### src/rtl/pipct_pkg.sv
package pipct_pkg;

  // entries of the queue between front and back, a power of two
  localparam int unsigned QUEUE_DEPTH = 4;

  // edge classification made by the front for one vertex
  typedef struct packed {
    logic last;         // vertex closes the polygon
    logic edge_cross;   // edge from this vertex to the previous one straddles the point's y
    logic close_cross;  // closing edge from the first vertex to this one straddles
  } item_ctl_t;

  typedef struct packed {
    logic full;
    logic empty;
  } q_stat_t;

endpackage

### src/rtl/pipct_front.sv
module pipct_front #(
  parameter int unsigned INT_BITS  = 16,
  parameter int unsigned FRAC_BITS = 8,
  localparam int unsigned IN_W   = INT_BITS + FRAC_BITS,
  localparam int unsigned VW     = INT_BITS + 1,
  localparam int unsigned DATA_W = 2 * IN_W + 6 * VW
) (
  input  logic                     clk_i,
  input  logic                     rst_ni,
  input  logic                     in_valid_i,
  output logic                     in_stall_o,
  input  logic signed [IN_W-1:0]   query_x_i,
  input  logic signed [IN_W-1:0]   query_y_i,
  input  logic signed [IN_W-1:0]   corner_x_i,
  input  logic signed [IN_W-1:0]   corner_y_i,
  input  logic                     final_corner_i,
  input  pipct_pkg::q_stat_t       q_stat_i,
  output logic                     push_o,
  output pipct_pkg::item_ctl_t     ctl_o,
  output logic [DATA_W-1:0]        data_o
);
  import pipct_pkg::*;

  localparam int unsigned SW = VW + FRAC_BITS;

  logic                   accept;
  logic signed [IN_W-1:0] raw [2];
  logic signed [VW-1:0]   rnd [2];
  logic signed [VW-1:0]   cx, cy;
  logic signed [VW-1:0]   fx_sel, fy_sel;
  logic signed [SW-1:0]   cur_ys, prev_ys, first_ys;
  logic                   cur_above, prev_above, first_above;

  logic signed [VW-1:0]   first_x_q, first_y_q, prev_x_q, prev_y_q;
  logic                   have_first_q;

  assign accept     = in_valid_i && !q_stat_i.full;
  assign in_stall_o = q_stat_i.full;
  assign push_o     = accept;

  assign raw[0] = corner_x_i;
  assign raw[1] = corner_y_i;

  // round to nearest integer, ties to even
  for (genvar g = 0; g < 2; g++) begin : g_round
    if (FRAC_BITS == 0) begin : g_int
      assign rnd[g] = VW'(raw[g]);
    end else begin : g_frac
      localparam logic [FRAC_BITS-1:0] HALF = FRAC_BITS'(1) << (FRAC_BITS - 1);
      logic signed [INT_BITS-1:0] fl;
      logic [FRAC_BITS-1:0]       frac;
      logic                       up;
      assign fl   = raw[g][IN_W-1:FRAC_BITS];
      assign frac = raw[g][FRAC_BITS-1:0];
      assign up   = (frac > HALF) || ((frac == HALF) && fl[0]);
      assign rnd[g] = VW'(fl) + VW'(up);
    end
  end

  assign cx = rnd[0];
  assign cy = rnd[1];

  // before the first vertex is stored the closing edge degenerates to a point
  assign fx_sel = have_first_q ? first_x_q : cx;
  assign fy_sel = have_first_q ? first_y_q : cy;

  assign cur_ys   = SW'(cy) <<< FRAC_BITS;
  assign prev_ys  = SW'(prev_y_q) <<< FRAC_BITS;
  assign first_ys = SW'(fy_sel) <<< FRAC_BITS;

  assign cur_above   = cur_ys > query_y_i;
  assign prev_above  = prev_ys > query_y_i;
  assign first_above = first_ys > query_y_i;

  // the closing edge only counts on the vertex that ends the polygon
  assign ctl_o.last        = final_corner_i;
  assign ctl_o.edge_cross  = have_first_q && (cur_above != prev_above);
  assign ctl_o.close_cross = final_corner_i && (first_above != cur_above);

  assign data_o = {query_x_i, query_y_i, cx, cy, prev_x_q, prev_y_q, fx_sel, fy_sel};

  always_ff @(posedge clk_i or negedge rst_ni) begin
    if (!rst_ni) begin
      first_x_q    <= '0;
      first_y_q    <= '0;
      prev_x_q     <= '0;
      prev_y_q     <= '0;
      have_first_q <= 1'b0;
    end else if (accept) begin
      if (final_corner_i) begin
        first_x_q    <= '0;
        first_y_q    <= '0;
        prev_x_q     <= '0;
        prev_y_q     <= '0;
        have_first_q <= 1'b0;
      end else begin
        if (!have_first_q) begin
          first_x_q <= cx;
          first_y_q <= cy;
        end
        prev_x_q     <= cx;
        prev_y_q     <= cy;
        have_first_q <= 1'b1;
      end
    end
  end

endmodule

### config.mk
export PLATFORM = sky130hd
export DESIGN_NAME = pipct_front
export DESIGN_NICKNAME = d
export VERILOG_FILES = /design/src/rtl/pipct_pkg.sv /design/src/rtl/pipct_front.sv
export SDC_FILE = /design/constraint.sdc
export NUM_CORES = 1
export LEC_CHECK = 0
export ABC_AREA = 1
export BUFFER_PORTS_ARGS = -buffer_cell sky130_fd_sc_hd__buf_4
export CORE_UTILIZATION = 49
export DETAILED_ROUTE_END_ITERATION = 10
export PLACE_DENSITY = 0.81
export SYNTH_ARGS = -nofsm -noshare
export SYNTH_HDL_FRONTEND = slang
export SYNTH_SLANG_ARGS = --single-unit
export TNS_END_PERCENT = 5
### constraint.sdc
create_clock -name clk_i -period 3 [get_ports clk_i]
set_clock_uncertainty 0.15 [all_clocks]
set_input_delay 0.3 -clock clk_i [delete_from_list [all_inputs] [get_ports clk_i]]
set_output_delay 0.3 -clock clk_i [all_outputs]
set_load 0.01 [all_outputs]
==> metrics.cfg <==
[power]
power_density_nw_per_um2=427
ir_worst_vdd_uv=296
p_total_mw=3.54
p_leak_nw=4.73

[global_route]
grt_max_degree=70
track_usage=0.281
antenna_found_initial=0
grt_pass1_wl_microns=28000
grt_overflow_total=0
first_global_vias=5922

[floorplan]
die_area_sq_um=12200
die_w_microns=111
coreArea_sq_um=11500
rows=39
ios=257
die_y_microns=111
initial_core_util=0.505

[outcome]
violations=setup timing
status=finished, violations left

[critical_path]
r2r_slack_ns=0.79
critPathMaxStageDelay_ns=0.29
crit_type=in2out
required_ns=2.55
worstPathMaxFanout=5
crit_arrival_ns=3.00
crit_path_frequent_cell=nand2_1
r2r_end=first_y_q[14]$_DFFE_PN0P_
path_delay_family=simple AND/OR/NAND/NOR gates
slowest_stage=ha_1
setup.worst_path.end_class=primary output
r2r_start=have_first_q$_DFFE_PN0P_
crit_buf_inv=5
rr_worst_depth=13
crit_path_start=corner_y_i[7]
path_cells=buf_8 -> nand2_4 -> buf_4 -> nor2_4 -> nand4_4 -> nor2_4 -> nand2_1 -> xor2_1 -> buf_4 -> a21boi_2 -> ha_1 -> nand2_2 -> inv_1 -> nand2_1 -> nand2_1 -> a21oi_2 -> nand3_1 -> nand2_1 -> nand2_1 -> nand2_1 -> nand2_1 -> nor2_2 -> buf_4
worstSetupStartpointType=primary input

[sta]
slew_violations=0
rsz0062_at_grt=yes
worst_slew_pin_slew_ns=0.915
setup_viol=3
min_period_ns=3.45
fmax_mhz=290
hold_viol=0
finalCritPeriodShare=1.15
fin_tns_setup_ns=-0.858
maxSlewHeadroom=0.390
layout_setup_ws_ns=-0.446

[synthesis]
synth_warnings=0
async_reset_ff_frac=1.00
syn_area_per_cell_sq_um=7.10
synth_area_leaders=dfrtp_1, nand2_1, ha_1
synth_top_area_frac=0.298
synth_common_cells=nand2_1, inv_1, dfrtp_1
synth_ff_type=dfrtp_1
syn_nets=970
synth.most_common_cell=nand2_1
ys_seq_area_frac=0.298
synthCells=815
synth_edf_count=0
ys_types=42
netlist_area_sq_um=5790
synth-seq-cells=69
synth_largest_area_cell=dfrtp_1

[clocking]
cts_max_path_buffers=2
clkLatencyLatePin_ns=0.32
numCtsBuffers=9
h-tree-depth=3
root_buffer=clkbuf_16
cts_tree=yes
clock_sinks=69
clkSlewWorstSetupHoldPaths_ns=0.06

[detailed_routing]
finalWirelength_microns=18400
drtIter0Drc=371
wl_per_cell_microns=15.4
vias=6251
viasPerCell=5.22
drc=0
detail-route-antenna-nets=0
drt_pass1_iterations=7

[placement]
pre_cts_slack_ns=-0.396
port_buffers=207
gp_congestion=0.920
dpl.hpwl_microns=12700

[layout]
drive_gt1_frac=0.391
n_antenna_cell=0
area_delta_synth_final_pct=43.5
utilization=0.724
nets=1206

[worst_hold_path]
hold_end=prev_y_q[16]$_DFFE_PN0P_
min_path_type=in2reg
hp-start=corner_y_i[23]
min_path_cells=3

[job]
maxCapViolations=0

-- power breakdown --
| part | switching [mW] | total (mW) | leakage [nW] | internal, mW |
|---|---|---|---|---|
| logic | 0.760 | 1.45 | 3.69 | 0.693 |
| clock network | 0.403 | 0.978 | 0.127 | 0.575 |
| registers | 0.0681 | 1.11 | 0.906 | 1.04 |
| total | 1.23 | 3.54 | 4.73 | 2.31 |
-- what timing repair did --
item | CTS | global route
hold buffers | 1 | 0
setup endpoints to repair | 2 | 3
gates resized for setup | 25 | 48
buffers inserted | 11 | 6
pin swaps | 18 | 45
hold endpoints to repair | 8 | 0
-- state kept, by name, summed over array words and instances (netlist names) --
name,count
first_x_q,17
first_y_q,17
have_first_q,1
prev_x_q,17
prev_y_q,17
-- cell usage in the layout, fill, tap and decap left out, drive strengths merged --
cell type,synthesis,final
or2,6,6
dlygate4sd3,0,1
xor2,9,9
clkinvlp,0,2
nor2,55,55
nand3b,1,1
clkinv,0,2
o22ai,6,6
o21a,3,3
xnor2,5,5
nand3,24,24
a21o,5,5
o21ai,67,67
a31o,1,1
inv,130,130
clkbuf,12,11
nand2,265,265
a22o,14,14
a21boi,3,3
buf,58,295
nor3,6,6
nand4,7,7
ha,53,53
a21oi,15,15
dfrtp,69,69
-- cells by family after synthesis --
| kind of cell | synth area share |
|---|---|
| and+or+nand+nor | 0.274 |
| buffers and inverters | 0.168 |
| AOI/OAI and AO/OA | 0.119 |
| DFF | 0.298 |
| adders and majority gates | 0.115 |
| xor gates and xnor gates | 0.0251 |
-- worst min-delay path: cells and delay by family --
kind,cells,cell delay (ns)
and+or+nand+nor,1,0.08
AOI/OAI and AO/OA,1,0.09
buffers and inverters,1,0.13
-- layer usage --
metal  up-vias  track usage  share of wire
met3        69       0.0634          0.072
met1      2901        0.344           0.40
met2       305        0.468           0.49
met4         0        0.135          0.041
met5         -            0              0
li1       2976            -              -
-- cell type report --
type | instances | area, sq um
Clock buffer | 11 | 243
Clock inverter | 4 | 25.0
Fill cell | 877 | 3170
Inverter | 130 | 490
Multi-Input combinational cell | 545 | 3390
Sequential cell | 69 | 1730
Tap cell | 143 | 179
Timing Repair Buffer | 296 | 2250
-- worst max path at each step --
stage	cells after the start	slack, ns	end
6_report	23	-0.45	ctl_o[0]
5_1_grt	23	-0.58	ctl_o[0]
4_1_cts	25	-0.31	ctl_o[0]
3_5_place_dp	25	-0.40	ctl_o[1]
3_3_place_gp	24	-0.27	ctl_o[0]
2_1_floorplan	23	0.01	ctl_o[0]
-- per-stage QoR --
stage	cell area, sq um	instances	hold slack [ns]
after floorplan	5790	815	-0.146
after global placement	7570	1165	0.303
after detailed placement	7570	1165	0.314
after CTS	8030	1192	0.140
after global routing	8300	1198	0.169
final	8300	1198	0.173
No activity file was read; power rests on OpenSTA's default activity.
